### src/hw/rtl/hxw_pkg.sv
// ----------------------------------------------------------------------------
// hxw_pkg: shared types and constants for the hex record image writer
// Payload structs, parser phases, configuration indexes and the digit decoder.
// ----------------------------------------------------------------------------
package hxw_pkg;

    localparam int ADDR_BITS = 32;
    localparam int CFG_IDX_W = 2;
    localparam int CFG_DATA_W = 33;

    localparam logic [CFG_IDX_W-1:0] CFG_MAX_SIZE = 2'd0;
    localparam logic [CFG_IDX_W-1:0] CFG_SKIP_GAP = 2'd1;

    localparam logic [CFG_DATA_W-1:0] MAX_SIZE_RESET = 33'd1048576;

    localparam logic [7:0] CHAR_COLON = 8'h3A;
    localparam logic [7:0] CHAR_ZERO = 8'h30;
    localparam logic [7:0] CHAR_NINE = 8'h39;
    localparam logic [7:0] CHAR_A = 8'h41;
    localparam logic [7:0] CHAR_F = 8'h46;

    localparam logic [3:0] REC_DATA = 4'd0;
    localparam logic [3:0] REC_EXT_SEG = 4'd2;
    localparam logic [3:0] REC_EXT_LIN = 4'd4;

    typedef logic [ADDR_BITS-1:0] t_addr;

    typedef enum logic [3:0] {
        PH_WAIT    = 4'd0,
        PH_LEN     = 4'd1,
        PH_ADDR    = 4'd2,
        PH_TYPE_HI = 4'd3,
        PH_TYPE_LO = 4'd4,
        PH_DATA    = 4'd5,
        PH_EXT2    = 4'd6,
        PH_EXT4    = 4'd7
    } t_phase;

    typedef struct packed {
        logic [7:0] char_in;
        logic       new_file;
    } t_in;

    typedef struct packed {
        logic        write_valid;
        logic [31:0] write_addr;
        logic [7:0]  write_data;
        logic        out_of_range;
        logic        finished;
        logic [31:0] image_size;
    } t_out;

    typedef struct packed {
        logic                  valid;
        logic [CFG_IDX_W-1:0]  index;
        logic [CFG_DATA_W-1:0] data;
    } t_cfg_wr;

    typedef struct packed {
        logic       clear;
        logic       byte_done;
        t_addr      addr;
        logic [7:0] data;
        logic       done;
    } t_cmd;

    function automatic logic [3:0] hex_nibble(input logic [7:0] c);
        logic [3:0] r;
        r = 4'd0;
        if (c >= CHAR_ZERO && c <= CHAR_NINE) begin
            r = 4'(c - CHAR_ZERO);
        end else if (c >= CHAR_A && c <= CHAR_F) begin
            r = 4'(c - CHAR_A + 8'd10);
        end
        return r;
    endfunction

endpackage

### src/hw/rtl/hxw_front.sv
// ----------------------------------------------------------------------------
// hxw_front: record parser
// Takes one character per beat, tracks the record fields, base and write
// pointer, and hands one command per character to the command queue.
// ----------------------------------------------------------------------------
module hxw_front
    import hxw_pkg::*;
(
    input  logic    i_clk,
    input  logic    i_rst_n,
    input  t_cfg_wr i_cfg,
    input  logic    i_fire,
    input  t_in     i_in,
    output t_cmd    o_cmd
);

    t_phase      r_phase, n_phase, c_phase;
    logic [2:0]  r_cnt, n_cnt, c_cnt;
    logic [15:0] r_accum, n_accum, c_accum;
    logic [7:0]  r_rec_len, n_rec_len, c_rec_len;
    logic [15:0] r_rec_addr, n_rec_addr, c_rec_addr;
    logic [7:0]  r_left, n_left, c_left;
    t_addr       r_base, n_base, c_base;
    t_addr       r_wptr, n_wptr, c_wptr;
    logic        r_done, n_done, c_done;
    logic        r_skip;

    logic        clr;
    logic [3:0]  nib;
    logic [15:0] acc_next;
    logic [2:0]  cnt_inc;
    logic [7:0]  left_dec;

    assign clr      = i_in.new_file;
    assign nib      = hex_nibble(i_in.char_in);
    assign c_phase  = clr ? PH_WAIT : r_phase;
    assign c_cnt    = clr ? 3'd0 : r_cnt;
    assign c_accum  = clr ? 16'd0 : r_accum;
    assign c_rec_len  = clr ? 8'd0 : r_rec_len;
    assign c_rec_addr = clr ? 16'd0 : r_rec_addr;
    assign c_left   = clr ? 8'd0 : r_left;
    assign c_base   = clr ? '0 : r_base;
    assign c_wptr   = clr ? '0 : r_wptr;
    assign c_done   = clr ? 1'b0 : r_done;
    assign acc_next = {c_accum[11:0], nib};
    assign cnt_inc  = c_cnt + 3'd1;
    assign left_dec = c_left - 8'd1;

    always_comb begin
        n_phase = c_phase;
        if (!c_done) begin
            unique case (c_phase)
                PH_WAIT: begin
                    if (i_in.char_in == CHAR_COLON) n_phase = PH_LEN;
                end
                PH_LEN: begin
                    if (cnt_inc >= 3'd2) n_phase = PH_ADDR;
                end
                PH_ADDR: begin
                    if (cnt_inc >= 3'd4) n_phase = PH_TYPE_HI;
                end
                PH_TYPE_HI: begin
                    n_phase = PH_TYPE_LO;
                end
                PH_TYPE_LO: begin
                    if (nib == REC_DATA) begin
                        n_phase = (c_rec_len == 8'd0) ? PH_WAIT : PH_DATA;
                    end else if (nib == REC_EXT_SEG) begin
                        n_phase = PH_EXT2;
                    end else if (nib == REC_EXT_LIN) begin
                        n_phase = PH_EXT4;
                    end else begin
                        n_phase = PH_WAIT;
                    end
                end
                PH_DATA: begin
                    if (c_cnt != 3'd0 && left_dec == 8'd0) n_phase = PH_WAIT;
                end
                PH_EXT2, PH_EXT4: begin
                    if (cnt_inc >= 3'd4) n_phase = PH_WAIT;
                end
                default: begin
                    n_phase = PH_WAIT;
                end
            endcase
        end
    end

    always_comb begin
        n_cnt      = c_cnt;
        n_accum    = c_accum;
        n_rec_len  = c_rec_len;
        n_rec_addr = c_rec_addr;
        n_left     = c_left;
        n_base     = c_base;
        n_wptr     = c_wptr;
        n_done     = c_done;
        o_cmd           = '0;
        o_cmd.clear     = clr;
        if (!c_done) begin
            unique case (c_phase)
                PH_WAIT: begin
                    if (i_in.char_in == CHAR_COLON) begin
                        n_cnt   = 3'd0;
                        n_accum = 16'd0;
                    end
                end
                PH_LEN: begin
                    n_accum = acc_next;
                    n_cnt   = cnt_inc;
                    if (cnt_inc >= 3'd2) begin
                        n_rec_len = acc_next[7:0];
                        n_cnt     = 3'd0;
                        n_accum   = 16'd0;
                    end
                end
                PH_ADDR: begin
                    n_accum = acc_next;
                    n_cnt   = cnt_inc;
                    if (cnt_inc >= 3'd4) begin
                        n_rec_addr = acc_next;
                        if (r_skip && c_wptr == '0) begin
                            n_base = t_addr'(0) - ADDR_BITS'(acc_next);
                        end
                        n_cnt   = 3'd0;
                        n_accum = 16'd0;
                    end
                end
                PH_TYPE_HI: begin
                end
                PH_TYPE_LO: begin
                    if (nib == REC_DATA) begin
                        n_wptr = ADDR_BITS'(c_rec_addr) + c_base;
                        if (c_rec_len == 8'd0) begin
                            n_done = 1'b1;
                        end else begin
                            n_left = c_rec_len;
                        end
                    end else if (nib != REC_EXT_SEG && nib != REC_EXT_LIN) begin
                        n_done = 1'b1;
                    end
                    n_cnt   = 3'd0;
                    n_accum = 16'd0;
                end
                PH_DATA: begin
                    if (c_cnt == 3'd0) begin
                        n_accum = {12'd0, nib};
                        n_cnt   = 3'd1;
                    end else begin
                        o_cmd.byte_done = 1'b1;
                        o_cmd.data      = acc_next[7:0];
                        o_cmd.addr      = c_wptr;
                        n_wptr  = c_wptr + t_addr'(1);
                        n_cnt   = 3'd0;
                        n_accum = 16'd0;
                        n_left  = left_dec;
                    end
                end
                PH_EXT2, PH_EXT4: begin
                    n_accum = acc_next;
                    n_cnt   = cnt_inc;
                    if (cnt_inc >= 3'd4) begin
                        if (c_phase == PH_EXT2) begin
                            n_base = ADDR_BITS'({acc_next, 4'd0});
                        end else begin
                            n_base = ADDR_BITS'({acc_next, 16'd0});
                        end
                        if (c_rec_len == 8'd0) n_done = 1'b1;
                        n_cnt   = 3'd0;
                        n_accum = 16'd0;
                    end
                end
                default: begin
                    n_cnt   = 3'd0;
                    n_accum = 16'd0;
                end
            endcase
        end
        o_cmd.done = n_done;
    end

    always_ff @(posedge i_clk) begin
        if (!i_rst_n) begin
            r_phase    <= PH_WAIT;
            r_cnt      <= 3'd0;
            r_accum    <= 16'd0;
            r_rec_len  <= 8'd0;
            r_rec_addr <= 16'd0;
            r_left     <= 8'd0;
            r_base     <= '0;
            r_wptr     <= '0;
            r_done     <= 1'b0;
            r_skip     <= 1'b0;
        end else begin
            if (i_fire) begin
                r_phase    <= n_phase;
                r_cnt      <= n_cnt;
                r_accum    <= n_accum;
                r_rec_len  <= n_rec_len;
                r_rec_addr <= n_rec_addr;
                r_left     <= n_left;
                r_base     <= n_base;
                r_wptr     <= n_wptr;
                r_done     <= n_done;
            end
            if (i_cfg.valid && i_cfg.index == CFG_SKIP_GAP) begin
                r_skip <= i_cfg.data[0];
            end
        end
    end

endmodule

### src/hw/rtl/hxw_fifo.sv
// ----------------------------------------------------------------------------
// hxw_fifo: two-entry command queue
// Decouples the parser from the range check and output stage.
// ----------------------------------------------------------------------------
module hxw_fifo
    import hxw_pkg::*;
(
    input  logic i_clk,
    input  logic i_rst_n,
    input  logic i_push,
    input  t_cmd i_cmd,
    output logic o_full,
    input  logic i_pop,
    output logic o_empty,
    output t_cmd o_cmd
);

    t_cmd       r_mem [2];
    logic       r_wr_ptr;
    logic       r_rd_ptr;
    logic [1:0] r_count;

    assign o_full  = (r_count == 2'd2);
    assign o_empty = (r_count == 2'd0);
    assign o_cmd   = r_mem[r_rd_ptr];

    always_ff @(posedge i_clk) begin
        if (i_push) begin
            r_mem[r_wr_ptr] <= i_cmd;
        end
    end

    always_ff @(posedge i_clk) begin
        if (!i_rst_n) begin
            r_wr_ptr <= 1'b0;
            r_rd_ptr <= 1'b0;
            r_count  <= 2'd0;
        end else begin
            if (i_push) r_wr_ptr <= ~r_wr_ptr;
            if (i_pop) r_rd_ptr <= ~r_rd_ptr;
            if (i_push && !i_pop) begin
                r_count <= r_count + 2'd1;
            end else if (i_pop && !i_push) begin
                r_count <= r_count - 2'd1;
            end
        end
    end

endmodule

### src/hw/rtl/hxw_back.sv
// ----------------------------------------------------------------------------
// hxw_back: range check, image size tracking and output register
// Checks each completed byte against the configured maximum size and registers the result.
// ----------------------------------------------------------------------------
module hxw_back
    import hxw_pkg::*;
(
    input  logic    i_clk,
    input  logic    i_rst_n,
    input  t_cfg_wr i_cfg,
    input  logic    i_empty,
    input  t_cmd    i_cmd,
    output logic    o_pop,
    output logic    o_out_valid,
    input  logic    i_out_ready,
    output t_out    o_out
);

    logic [CFG_DATA_W-1:0] r_max;
    logic [31:0]           r_size;
    logic [31:0]           n_size;
    logic                  r_out_valid;
    t_out                  r_out;
    t_out                  n_out;
    logic [31:0]           size_cur;
    logic [31:0]           addr32;
    logic [31:0]           end_pos;
    logic                  in_range;

    assign o_pop       = !i_empty && (!r_out_valid || i_out_ready);
    assign o_out_valid = r_out_valid;
    assign o_out       = r_out;

    assign size_cur = i_cmd.clear ? 32'd0 : r_size;
    assign addr32   = 32'(i_cmd.addr);
    assign end_pos  = (addr32 == 32'hFFFF_FFFF) ? addr32 : addr32 + 32'd1;
    assign in_range = {1'b0, addr32} < r_max;

    always_comb begin
        n_size = size_cur;
        n_out  = '0;
        n_out.write_addr = addr32;
        n_out.write_data = i_cmd.data;
        if (i_cmd.byte_done) begin
            if (in_range) begin
                n_out.write_valid = 1'b1;
                if (end_pos > size_cur) n_size = end_pos;
            end else begin
                n_out.out_of_range = 1'b1;
            end
        end
        n_out.finished   = i_cmd.done;
        n_out.image_size = n_size;
    end

    always_ff @(posedge i_clk) begin
        if (o_pop) begin
            r_out <= n_out;
        end
    end

    always_ff @(posedge i_clk) begin
        if (!i_rst_n) begin
            r_max       <= MAX_SIZE_RESET;
            r_size      <= 32'd0;
            r_out_valid <= 1'b0;
        end else begin
            if (o_pop) begin
                r_size      <= n_size;
                r_out_valid <= 1'b1;
            end else if (i_out_ready) begin
                r_out_valid <= 1'b0;
            end
            if (i_cfg.valid && i_cfg.index == CFG_MAX_SIZE) begin
                r_max <= i_cfg.data;
            end
        end
    end

endmodule

### src/hw/rtl/hex_record_to_image_writer.sv
// ----------------------------------------------------------------------------
// hex_record_to_image_writer: Intel HEX text to byte image writes
// Parses records one character per beat and emits one result per character.
//
//   Channel  Direction  Handshake                  Payload
//   in       input      i_in_valid / o_in_ready    i_in  (t_in)
//   out      output     o_out_valid / i_out_ready  o_out (t_out)
//   cfg      input      i_cfg_valid / o_cfg_ready  i_cfg_index, i_cfg_data
//
// One character is accepted per cycle while the queue is not full. The parser
// is combinational, so its command enters the queue at the accepting edge and
// moves into the output register once that register is empty or being taken.
// A two-entry queue between the parser and the output stage lets input keep
// flowing while the output is stalled, until the queue fills. Synchronous
// active-low reset clears the parser, the image size and the output valid.
// ----------------------------------------------------------------------------
module hex_record_to_image_writer
    import hxw_pkg::*;
(
    input  logic                  i_clk,
    input  logic                  i_rst_n,
    input  logic                  i_in_valid,
    output logic                  o_in_ready,
    input  t_in                   i_in,
    output logic                  o_out_valid,
    input  logic                  i_out_ready,
    output t_out                  o_out,
    input  logic                  i_cfg_valid,
    output logic                  o_cfg_ready,
    input  logic [CFG_IDX_W-1:0]  i_cfg_index,
    input  logic [CFG_DATA_W-1:0] i_cfg_data
);

    t_cfg_wr cfg;
    t_cmd    front_cmd;
    t_cmd    queue_cmd;
    logic    fire;
    logic    full;
    logic    empty;
    logic    pop;

    assign o_cfg_ready = 1'b1;
    assign cfg.valid   = i_cfg_valid;
    assign cfg.index   = i_cfg_index;
    assign cfg.data    = i_cfg_data;

    assign o_in_ready = !full;
    assign fire       = i_in_valid && !full;

    hxw_front u_front (
        .i_clk   (i_clk),
        .i_rst_n (i_rst_n),
        .i_cfg   (cfg),
        .i_fire  (fire),
        .i_in    (i_in),
        .o_cmd   (front_cmd)
    );

    hxw_fifo u_fifo (
        .i_clk   (i_clk),
        .i_rst_n (i_rst_n),
        .i_push  (fire),
        .i_cmd   (front_cmd),
        .o_full  (full),
        .i_pop   (pop),
        .o_empty (empty),
        .o_cmd   (queue_cmd)
    );

    hxw_back u_back (
        .i_clk       (i_clk),
        .i_rst_n     (i_rst_n),
        .i_cfg       (cfg),
        .i_empty     (empty),
        .i_cmd       (queue_cmd),
        .o_pop       (pop),
        .o_out_valid (o_out_valid),
        .i_out_ready (i_out_ready),
        .o_out       (o_out)
    );

endmodule
### config.mk
export PLATFORM = sky130hd
export DESIGN_NAME = hex_record_to_image_writer
export DESIGN_NICKNAME = d
export VERILOG_FILES = /design/src/hw/rtl/hxw_pkg.sv /design/src/hw/rtl/hxw_front.sv /design/src/hw/rtl/hxw_fifo.sv /design/src/hw/rtl/hxw_back.sv /design/src/hw/rtl/hex_record_to_image_writer.sv
export SDC_FILE = /design/constraint.sdc
export NUM_CORES = 1
export LEC_CHECK = 0
export BUFFER_PORTS_ARGS = -buffer_cell sky130_fd_sc_hd__buf_2
export CORE_AREA = 5 5 179 353
export DETAILED_ROUTE_END_ITERATION = 16
export DIE_AREA = 0 0 184 358
export PLACE_DENSITY_LB_ADDON = 0.05
export SYNTH_ARGS = -nofsm -noshare
export SYNTH_HDL_FRONTEND = slang
export SYNTH_SLANG_ARGS = --single-unit
### constraint.sdc
create_clock -name i_clk -period 6.5 [get_ports i_clk]
set_input_delay 0.65 -clock i_clk [delete_from_list [all_inputs] [get_ports i_clk]]
set_output_delay 0.65 -clock i_clk [all_outputs]
set_load 0.01 [all_outputs]
==> metrics.md, run 1 <==
| Metric | Value |
|---|---|
| Outcome | `complete, no violations` |
| Max cap viols | `0` |
| Worst path slowest cell | `a2111oi_0` |
| GP Congestion | `0.956` |
| Final std cells w/o fill | `3,228` |
| Crit-path leading delay family | `compound AO/OA/AOI/OAI gates` |
| CP required | `6980 ps` |
| Yosys warning total | `0` |
| Critical setup path kind | `register to register` |
| CP arrival | `6500 ps` |
| Setup TNS | `0 ps` |
| Crit. path cell count | `18` |
| # hold bufs at CTS | `0` |
| Drt drc | `0` |
| Num CTS Buffers | `37` |
| CTS Buffer Depth | `3` |
| Core footprint | `60,100 um^2` |
| Peak supply drop | `0.172 mV` |
| Element type at the critical path end | `register` |
| Sequential area share after synthesis | `41.4%` |
| Mean Syn Cell Area | `8.87 um^2` |
| Post-DP HPWL | `64.8 mm` |
| Ys flop type | `dfxtp_1` |
| Pre-antenna DRT Iters | `6` |
| CP max stage delay | `770 ps` |
| Overflow left after global routing | `0` |
| Placed insts | `3,160` |
| Final hold vios | `0` |
| Initial detailed-routing violation count | `1,234` |
| ANT nets after route | `0` |
| Ant diodes | `0` |
| Max transition margin | `19.8%` |
| Overall die width | `184 um` |
| Clock skew | `14.7 ps` |
| Row cnt | `127` |
| Most common cell after layout, fill and taps aside | `nand2_1` |
| Crit-path cells | `buf_4 > and4_1 > o22a_2 > nand3_2 > or4_1 > nand2_4 > nor4_2 > xnor2_2 > ha_1 > a21oi_1 > o21ai_0 > a221o_1 > a2111oi_0 > o21ai_0 > o311a_2 > buf_4 > or2_2 > a31oi_1` |
| Worst setup SP type | `register` |
| Vias per cell | `5.73` |
| Port buffer count | `125` |
| Pleak | `0.00860 uW` |
| Fillcell total | `6,129` |
| Fmax | `166 MHz` |
| Pin count of the biggest net entering global routing | `75` |
| Layout area overhead | `13.4%` |
| Total setup buffers inserted after CTS | `0` |
| Initial antenna violation count | `1` |
| Clock root buffer | `clkbuf_16` |
| Die Footprint | `65,900 um^2` |
| Pwr per Cell Area | `326 nW/um^2` |
| RSZ-0062 raised after global routing | `no` |
| Cell variety after synth | `114` |
| Starting Density | `34.6%` |
| Post-synth EDFFs | `161` |
| Final instance area | `23,600 um^2` |
| GRT Overall Usage | `24.8%` |
| # nets final | `2,569` |
| CTS tree | `built` |
| H-tree levels | `2` |
| Clock-pin slew on the worst setup and hold paths | `70 ps` |
| Crit path buf inv count | `2` |
| Mapped cell area | `20,800 um^2` |
| Post-layout minimum cycle time | `6020 ps` |
| Synth Instances | `2,343` |
| I/O pin count | `127` |
| Final setup viols | `0` |
| Worst-Skew Late Latency | `560 ps` |
| Asr flop ratio synth | `0%` |
| Worst hold path class | `input pin to register` |
| Net Count, Synth | `2,487` |
| Wire per inst | `25.8 um` |
| # clock sinks | `349` |
| Die Ht | `358 um` |
| Detailed Route WL | `83.4 mm` |
| Post-cts sizing count | `0` |
| Max Transition Viols Final | `0` |
| Ratio of cells with drive above 1 in the final layout | `14.6%` |
| Period utilisation layout | `92.7%` |
| DR vias | `18,500` |
| Vias in the first global route | `18,900` |
| Hold Path Cell Cnt | `3` |
| Seq cells post-synth | `349` |
| DP Area | `22,300 um^2` |
| Most frequent cells in the layout | `310 x nand2_1, 187 x dfxtp_1, 184 x nor2_1` |
| Slew @ Worst Pin | `1190 ps` |
| First-pass GRT wire length | `123 mm` |
| R2R depth | `18` |
| CP Max Fanout | `35` |
[worst reg2reg max path, stage by stage (launching register included)]
cell	delay [ps]
dfxtp_4	620
buf_4	410
and4_1	280
o22a_2	220
nand3_2	150
or4_1	750
nand2_4	190
nor4_2	80
xnor2_2	170
ha_1	240
a21oi_1	140
o21ai_0	100
a221o_1	340
a2111oi_0	770
o21ai_0	230
o311a_2	400
buf_4	340
or2_2	330
a31oi_1	170
[cell usage after synthesis, types with 11 or more instances]
master      n  area, um^2
a31oi_1    38         238
ha_1       94        1180
nor2b_1    67         419
a211oi_1   20         150
nor4_1     23         144
and3_1     29         181
nand2_1   310        1160
a21o_1     22         165
nand2b_1   11        68.8
nor3_1     36         180
nor2_1    185         694
inv_1      79         297
or3_1      12        75.1
buf_2      18        90.1
a21oi_1   176         881
xor2_1     16         140
nand4_1    32         200
clkbuf_1  103         387
xnor2_1    48         420
mux2i_1    28         280
o211ai_1   19         143
o21ai_0   154         771
mux2_2     29         327
or2_2      20         125
nand3_1    62         310
a32o_1     17         170
nor3b_1    11        82.6
a22oi_1    48         360
and2_1     37         231
edfxtp_1  161        4830
dfxtp_1   188        3760
[flip-flops by register name (all words and copies together) (netlist names), 12 cells and up, named ones only]
signal / flops
u_fifo.r_mem: 86
u_back.o_out: 75
u_back.r_max: 33
u_back.r_size: 32
u_front.r_base: 32
u_front.r_wptr: 32
u_front.r_rec_addr: 16
u_front.r_accum: 12
[path summary, 6_finish.rpt]
path                       end            start  slack [ps]
max reg2reg  u_back.r_size[31]         register         480
min reg2reg    u_back.r_max[7]  u_back.r_max[7]         460
max          u_back.r_size[31]         register         480
min           u_back.r_max[20]   i_cfg_data[20]         320
[cell families (layout without fill, tap and decap cells)]
kind of cell,Yosys count,after routing,share of synthesized area [%]
AOI/OAI and AO/OA,641,641,20.1
and+or+nand+nor,903,903,21.8
muxes,64,64,3.48
DFF,349,349,41.4
buffers and inverters,222,333,4.47
other,1,1,0.0180
adders and majority gates,95,95,5.75
xor gates and xnor gates,68,68,3.01
[cell type report]
cell class              instances  area (um^2)  area share (%)
multi-input cells            1772        11300            48.0
repair buffers                184         1100            4.65
clock inverters                18          178           0.754
well taps                     774          968            4.11
inverters                      81          309            1.31
flip-flops and latches        349         8600            36.5
clock buffers                  50         1100            4.67
[metal layers]
layer | routed length, um | GRT usage, % | vias to the layer above
met4 | 8150 | 19.3 | 2
met1 | 27200 | 23.3 | 8841
li1 | - | - | 8751
met3 | 3060 | 2.55 | 274
met5 | 19 | 0 | -
met2 | 44900 | 47.7 | 640
[per-stage QoR]
| stage | total power [uW] | hold slack (ps) | worst slack, ps | utilization, % |
|---|---|---|---|---|
| after floorplan | 4520 | 436 | 1620 | - |
| after global placement | 5450 | 446 | 439 | 37.1 |
| after detailed placement | 5470 | 448 | 406 | 37.1 |
| after CTS | 7780 | 298 | 379 | 39.2 |
| after global routing | 8090 | 320 | 84.4 | 39.2 |
| final | 7670 | 324 | 478 | 39.2 |
[where the power goes]
part	switching (uW)	internal (uW)
logic	1530	793
registers	224	2850
clock network	968	1310
No activity file was read; power rests on OpenSTA's default activity.
==> inputs of run 2 (changes only) <==
--- a/config.mk
+++ b/config.mk
@@ -5,10 +5,12 @@
 export SDC_FILE = /design/constraint.sdc
 export NUM_CORES = 1
 export LEC_CHECK = 0
+export ABC_AREA = 1
 export BUFFER_PORTS_ARGS = -buffer_cell sky130_fd_sc_hd__buf_2
-export CORE_AREA = 5 5 179 353
+export CORE_AREA = 5 5 187 370
 export DETAILED_ROUTE_END_ITERATION = 16
-export DIE_AREA = 0 0 184 358
+export DIE_AREA = 0 0 192 375
+export MAX_ROUTING_LAYER = met4
 export PLACE_DENSITY_LB_ADDON = 0.05
 export SYNTH_ARGS = -nofsm -noshare
 export SYNTH_HDL_FRONTEND = slang
==> run 2 against run 1 <==
  * Highest routed layer is now met4
  * Largest cell class unchanged
  * Maximum frequency is 16% higher
  * Sequential cell count is the same
  * Sequential share of layout area down 2.6 points
==> metrics.md, run 2 <==
| Metric | Value |
|---|---|
| Wire per inst | `19.8 um (-23%)` |
| Final core occ | `38.3% (-0.94 points)` |
| Worst-Skew Late Latency | `580 ps (+20 ps)` |
| Vias per cell | `5.20 (-9.3%)` |
| HP Start | `i_cfg_data[20]` |
| Clock root buffer | `clkbuf_16` |
| Layout area overhead | `10.8%` |
| Num CTS Buffers | `38 (+2.7%)` |
| Max cap viols | `0 (unchanged)` |
| Area leader, netlist | `edfxtp_1` |
| Footprint of the multi-input gates | `12,000 um^2 (+5.9%)` |
| Clock skew | `25.6 ps (+10.9 ps)` |
| DR vias | `22,000 (+19%)` |
| ANT nets after route | `0 (unchanged)` |
| Initial antenna violation count | `1 (unchanged)` |
| Max transition margin | `13.9% (-6.0 points)` |
| Post-DP HPWL | `59.8 mm (-7.7%)` |
| Cell variety after synth | `56 (-51%)` |
| Synth cell count leaders | `775 x nand2_1, 409 x inv_1, 369 x a21oi_1` |
| Post-cts sizing count | `0 (unchanged)` |
| Die Ht | `375 um (+4.7%)` |
| Overflow left after global routing | `0 (unchanged)` |
| # nets final | `3,467 (+35%)` |
| Pwr per Cell Area | `375 nW/um^2 (+15%)` |
| Hold Path Cell Cnt | `3 (unchanged)` |
| Peak supply drop | `0.375 mV (+120%)` |
| Ys flop type | `dfxtp_1` |
| Total setup buffers inserted after CTS | `0 (unchanged)` |
| # hold bufs at CTS | `0 (unchanged)` |
| Overall die width | `192 um (+4.3%)` |
| Max Transition Viols Final | `0 (unchanged)` |
| Count leader, synth | `nand2_1` |
| CP arrival | `5530 ps (-970 ps)` |
| Final hold vios | `0 (unchanged)` |
| Starting Density | `34.6% (-0.042 points)` |
| Final instance area | `25,400 um^2 (+7.6%)` |
| Max reg flops | `86 (unchanged)` |
| Setup TNS | `0 ps (unchanged)` |
| Drt drc | `0 (unchanged)` |
| Fmax | `192 MHz (+16%)` |
| I/O pin count | `127 (unchanged)` |
| Fillcell total | `7,135 (+16%)` |
| Outcome | `complete, no violations` |
| Synth Instances | `3,279 (+40%)` |
| Most common cell after layout, fill and taps aside | `nand2_1` |
| Asr flop ratio synth | `0% (unchanged)` |
| Post-synth EDFFs | `161 (unchanged)` |
| Worst reg2reg setup slack | `1290 ps (+820 ps)` |
| Worst hold path class | `input pin to register` |
| First-pass GRT wire length | `129 mm (+5.4%)` |
| Post-layout minimum cycle time | `5210 ps (-817 ps)` |
| Top reg by flops | `u_fifo.r_mem` |
| Vias in the first global route | `21,300 (+13%)` |
| Element type at the critical path end | `register` |
| CP required | `6820 ps (-160 ps)` |
| Pre-antenna DRT Iters | `6 (unchanged)` |
| Die Footprint | `72,000 um^2 (+9.3%)` |
| Most frequent cells in the layout | `772 x nand2_1, 406 x inv_1, 367 x a21oi_1` |
| WHS Endpoint | `u_back.r_max[20]` |
| Synth top area cells | `edfxtp_1 21%, dfxtp_1 16%, nand2_1 13%` |
| Slew @ Worst Pin | `1290 ps (+94.8 ps)` |
| Critical setup path kind | `register to register` |
| Worst setup SP type | `register` |
| Area fraction of the dominant cell type after synthesis | `21.1% (-2.1 points)` |
| R2R depth | `23 (+5)` |
| Pleak | `0.0109 uW (+27%)` |
| Seq cells post-synth | `349 (unchanged)` |
| H-tree levels | `2 (unchanged)` |
| Ratio of cells with drive above 1 in the final layout | `10.6% (-4.0 points)` |
| Port buffer count | `125 (unchanged)` |
| Yosys warning total | `0 (unchanged)` |
| # clock sinks | `349 (unchanged)` |
| Row cnt | `134 (+5.5%)` |
| Pin count of the biggest net entering global routing | `87 (+16%)` |
| Endpoint of the worst-slack reg-to-reg timing path | `u_back.o_out[26]` |
| Mean Syn Cell Area | `6.98 um^2 (-21%)` |
| Final setup viols | `0 (unchanged)` |
| GP Congestion | `0.894 (-6.5%)` |
| CTS Buffer Depth | `3 (unchanged)` |
| CTS tree | `built` |
| Core footprint | `66,200 um^2 (+10%)` |
| Mapped cell area | `22,900 um^2 (+10%)` |
| DP Area | `24,100 um^2 (+8.3%)` |
| Net Count, Synth | `3,423 (+38%)` |
| RSZ-0062 raised after global routing | `no` |
| Detailed Route WL | `84.0 mm (+0.79%)` |
| Clock-pin slew on the worst setup and hold paths | `70 ps (about the same)` |
| Initial detailed-routing violation count | `1,568 (+27%)` |
| GRT Overall Usage | `23.4% (-1.3 points)` |
| Period utilisation layout | `80.1% (-13 points)` |
| CP Max Fanout | `45 (+29%)` |
| Hold slack | `296 ps (-28.3 ps)` |
| Sequential Area | `8600 um^2 (about the same)` |
| Sequential area share after synthesis | `37.6% (-3.8 points)` |
==> run 2: final cells by class <==
type	instances	area share [%]
timing repair buffer	151	3.25
clock inverter	25	0.868
tap	884	4.36
clock buffer	45	3.94
multi-input combinational	2348	47.2
inverter	435	6.46
sequential	349	33.9
antenna	1	0.00987
==> run 2: report_power, final <==
group / switching, uW / internal [uW] / leakage (uW)
sequential: 233 / 3020 / 0.00311
combinational: 2840 / 1210 / 0.00720
clock: 991 / 1230 / 0.000586
total: 4060 / 5460 / 0.0109
==> run 2: logic make-up after synthesis <==
group	synth area share (%)
adder cells (fa/ha/maj)	5.22
AND/OR/NAND/NOR	28.5
XOR/XNOR	1.57
other	0.0164
flip-flops	37.6
AO/OA/AOI/OAI	16.8
buffers and inverters	10.3
==> run 2: critical path, stage by stage, from the launching register on <==
cell	delay [ps]
dfxtp_1	370
buf_4	480
o21ai_0	230
inv_1	160
ha_1	320
nand2_2	140
nor2_1	250
and3_4	260
nand2_4	310
o21ai_0	370
inv_1	100
ha_1	310
inv_1	40
o21bai_1	100
a21boi_0	90
o21bai_1	150
nand2_1	70
o2111ai_1	80
nand2_1	80
a21oi_2	140
nand2_1	300
buf_4	360
nand2_1	120
nand2_1	70
==> run 2: stage by stage <==
| stage | power (uW) | std cells | worst slack (ps) |
|---|---|---|---|
| after global placement | 7380 | 4167 | 1380 |
| after CTS | 9650 | 4237 | 1220 |
| after floorplan | 6000 | 3279 | 2650 |
| final | 9520 | 4238 | 1290 |
| after global routing | 10200 | 4238 | 693 |
| after detailed placement | 7360 | 4167 | 1280 |
==> run 2: worst max path at each step <==
stage / startpoint / endpoint / slack (ps) / cells after the start
finish: register / u_back.o_out[26] / 1290 / 23
global placement: register / u_back.r_size[29] / 1380 / 25
floorplan: register / u_back.r_size[24] / 2650 / 28
global route: register / u_back.r_size[25] / 690 / 25
detailed placement: register / u_back.r_size[26] / 1280 / 25
CTS: register / u_back.o_out[18] / 1220 / 23
==> run 2: routing by layer <==
metal	up-vias	part of all wire [%]	track usage [%]
met1	10400	45	31.1
li1	10900	-	-
met2	654	47	38.4
met3	113	4.7	2.27
met5	-	0	-
met4	0	2.8	6.36
==> inputs of run 3 (changes only) <==
==> constraint.sdc (replaced) <==
create_clock -name i_clk -period 5.42 [get_ports i_clk]
set_input_delay 0.542 -clock i_clk [delete_from_list [all_inputs] [get_ports i_clk]]
set_output_delay 0.542 -clock i_clk [all_outputs]
set_load 0.01 [all_outputs]
==> run 3 against run 2 <==
  * Cell count increased by 0.17%
  * First-iteration DRC count decreased by 11%
  * Highest routed layer unchanged
  * Clock power increased by 19%
  * Sequential share of layout area decreased by 0.13 points
  * Combinational power increased by 21%
  * Setup slack got worse by 730 ps
==> metrics.md, run 3 (same netlist as run 2, synthesis figures left out) <==
| Metric | Value |
|---|---|
| Overflow left after global routing | `0 (unchanged)` |
| Final setup margin | `564 ps (-731 ps)` |
| Pwr per Cell Area | `449 nW/um^2 (+20%)` |
| Vias per cell | `5.22 (+0.39%)` |
| Slew @ Worst Pin | `1150 ps (-134 ps)` |
| Layout area overhead | `11.2%` |
| CTS Buffer Depth | `3 (unchanged)` |
| RSZ-0062 raised after global routing | `no` |
| Worst setup SP type | `register` |
| Ant diodes | `0 (-1)` |
| Initial antenna violation count | `0 (-1)` |
| Pin count of the biggest net entering global routing | `97 (+11%)` |
| P_sw | `4860 uW (+20%)` |
| Peak supply drop | `0.446 mV (+19%)` |
| Pleak | `0.0110 uW (+0.52%)` |
| Power after layout | `11,400 uW (+20%)` |
| Wire per inst | `19.6 um (-1.2%)` |
| Num CTS Buffers | `39 (+2.6%)` |
| GP Congestion | `0.905 (+1.2%)` |
| GRT Overall Usage | `23.2% (-0.18 points)` |
| Most common cell after layout, fill and taps aside | `nand2_1` |
| Ratio of cells with drive above 1 in the final layout | `10.8% (+0.21 points)` |
| DP Area | `24,200 um^2 (+0.42%)` |
| Hold slack | `194 ps (-102 ps)` |
| Pre-CTS setup slack | `669 ps (-609 ps)` |
| Clock skew | `27.6 ps (+1.98 ps)` |
| Pint | `6580 uW (+20%)` |
| Final setup viols | `0 (unchanged)` |
| CP Max Fanout | `33 (-27%)` |
| Detailed Route WL | `83.1 mm (-1.1%)` |
| Die Footprint | `72,000 um^2 (unchanged)` |
| H-tree levels | `2 (unchanged)` |
| Core footprint | `66,200 um^2 (unchanged)` |
| CP required | `5930 ps (-890 ps)` |
| First-pass GRT wire length | `128 mm (-0.89%)` |
| Die Ht | `375 um (unchanged)` |
| ANT nets after route | `0 (unchanged)` |
| # nets final | `3,477 (+0.29%)` |
| Top reg by flops | `u_fifo.r_mem` |
| Outcome | `complete, no violations` |
| Max reg flops | `86 (unchanged)` |
| Critical setup path kind | `register to register` |
| Vias in the first global route | `21,500 (+1.1%)` |
| Final instance area | `25,500 um^2 (+0.40%)` |
| DR vias | `22,200 (+0.56%)` |
| Fmax | `206 MHz (+7.2%)` |
| Worst-Skew Late Latency | `570 ps (about the same)` |
| Reg power frac | `34.0% (-0.2 points)` |
| CP arrival | `5360 ps (-170 ps)` |
| Clock power frac | `23.2% (about the same)` |
| # clock sinks | `349 (unchanged)` |
| Max transition margin | `23.1% (+9.3 points)` |
| Clock root buffer | `clkbuf_16` |
| CTS tree | `built` |
| Post-layout minimum cycle time | `4860 ps (-349 ps)` |
| Worst hold path class | `input pin to register` |
| Hold Path Cell Cnt | `3 (unchanged)` |
| Comb power frac | `42.8% (+0.3 points)` |
| Overall die width | `192 um (unchanged)` |
| Element type at the critical path end | `register` |
| Pre-antenna DRT Iters | `5 (-1)` |
| Most frequent cells in the layout | `773 x nand2_1, 406 x inv_1, 367 x a21oi_1` |
| R2R depth | `22 (-4.3%)` |
| Post-DP HPWL | `58.7 mm (-1.9%)` |
| Clock-pin slew on the worst setup and hold paths | `70 ps (about the same)` |
| Switching portion of total power | `42.5% (-0.17 points)` |
| Period utilisation layout | `89.6% (+9.5 points)` |
| Row cnt | `134 (unchanged)` |
| Initial detailed-routing violation count | `1,398 (-11%)` |
| Final hold vios | `0 (unchanged)` |
| Total setup buffers inserted after CTS | `0 (unchanged)` |
| Port buffer count | `125 (unchanged)` |
| Drt drc | `0 (unchanged)` |
| I/O pin count | `127 (unchanged)` |
| Max Transition Viols Final | `0 (unchanged)` |
| Post-cts sizing count | `0 (unchanged)` |
| # hold bufs at CTS | `0 (unchanged)` |
| Max cap viols | `0 (unchanged)` |
| Starting Density | `34.6% (unchanged)` |
| Setup TNS | `0 ps (unchanged)` |
run 3: worst max-delay path: stages (launching register included):
cell,delay (ps)
dfxtp_1,390
inv_4,130
or2_2,300
o21ai_0,140
inv_1,160
ha_1,280
nand2_2,140
nor2_1,90
and3_4,170
nand2_4,390
nand3_2,220
ha_1,340
nand4_1,110
nor3_1,330
nand2_1,200
nor4_1,390
a21oi_2,60
nand2_1,390
buf_12,250
nand2_1,90
nand3_1,70
nand2_1,60
inv_1,40
run 3: power groups by stage:
| stage | Sequential, uW | Combinational [uW] | Clock, uW |
|---|---|---|---|
| final | 3890 | 4900 | 2650 |
| after CTS | 3900 | 4950 | 2750 |
| after detailed placement | 3940 | 4920 | 0 |
| after global placement | 3950 | 4920 | 0 |
| after floorplan | 4050 | 3140 | 0 |
| after global routing | 3960 | 5510 | 2830 |
run 3: metrics by stage:
stage,util (%),cells
2_1_floorplan,-,3279
3_3_place_gp,36.6,4176
3_5_place_dp,36.6,4176
4_1_cts,38.5,4245
5_1_grt,38.5,4245
6_report,38.5,4245
run 3: layer usage:
metal  vias to the layer above  track usage, %  routed length (um)
met1                     10500            30.7               37500
met2                       601            37.6               39000
met4                         0            7.23                2860
met5                         -               -                   0
met3                       146            2.46                3800
li1                      11000               -                   -
run 3: worst paths after layout:
| path | startpoint | to | slack [ps] |
|---|---|---|---|
| worst max register to register | register | u_back.r_size[6] | 560 |
| worst min-delay path | i_cfg_data[20] | u_back.r_max[20] | 190 |
| worst min register to register | u_front.r_cnt[2] | u_front.r_cnt[2] | 430 |
| worst max-delay path | register | u_back.r_size[6] | 560 |
run 3: area by class of cell:
type / instances / area, um^2
sequential: 349 / 8600
multi-input combinational: 2348 / 12000
timing repair buffer: 160 / 928
clock inverter: 16 / 161
clock buffer: 53 / 1060
inverter: 435 / 1640
fill: 7107 / 40800
tap: 884 / 1110
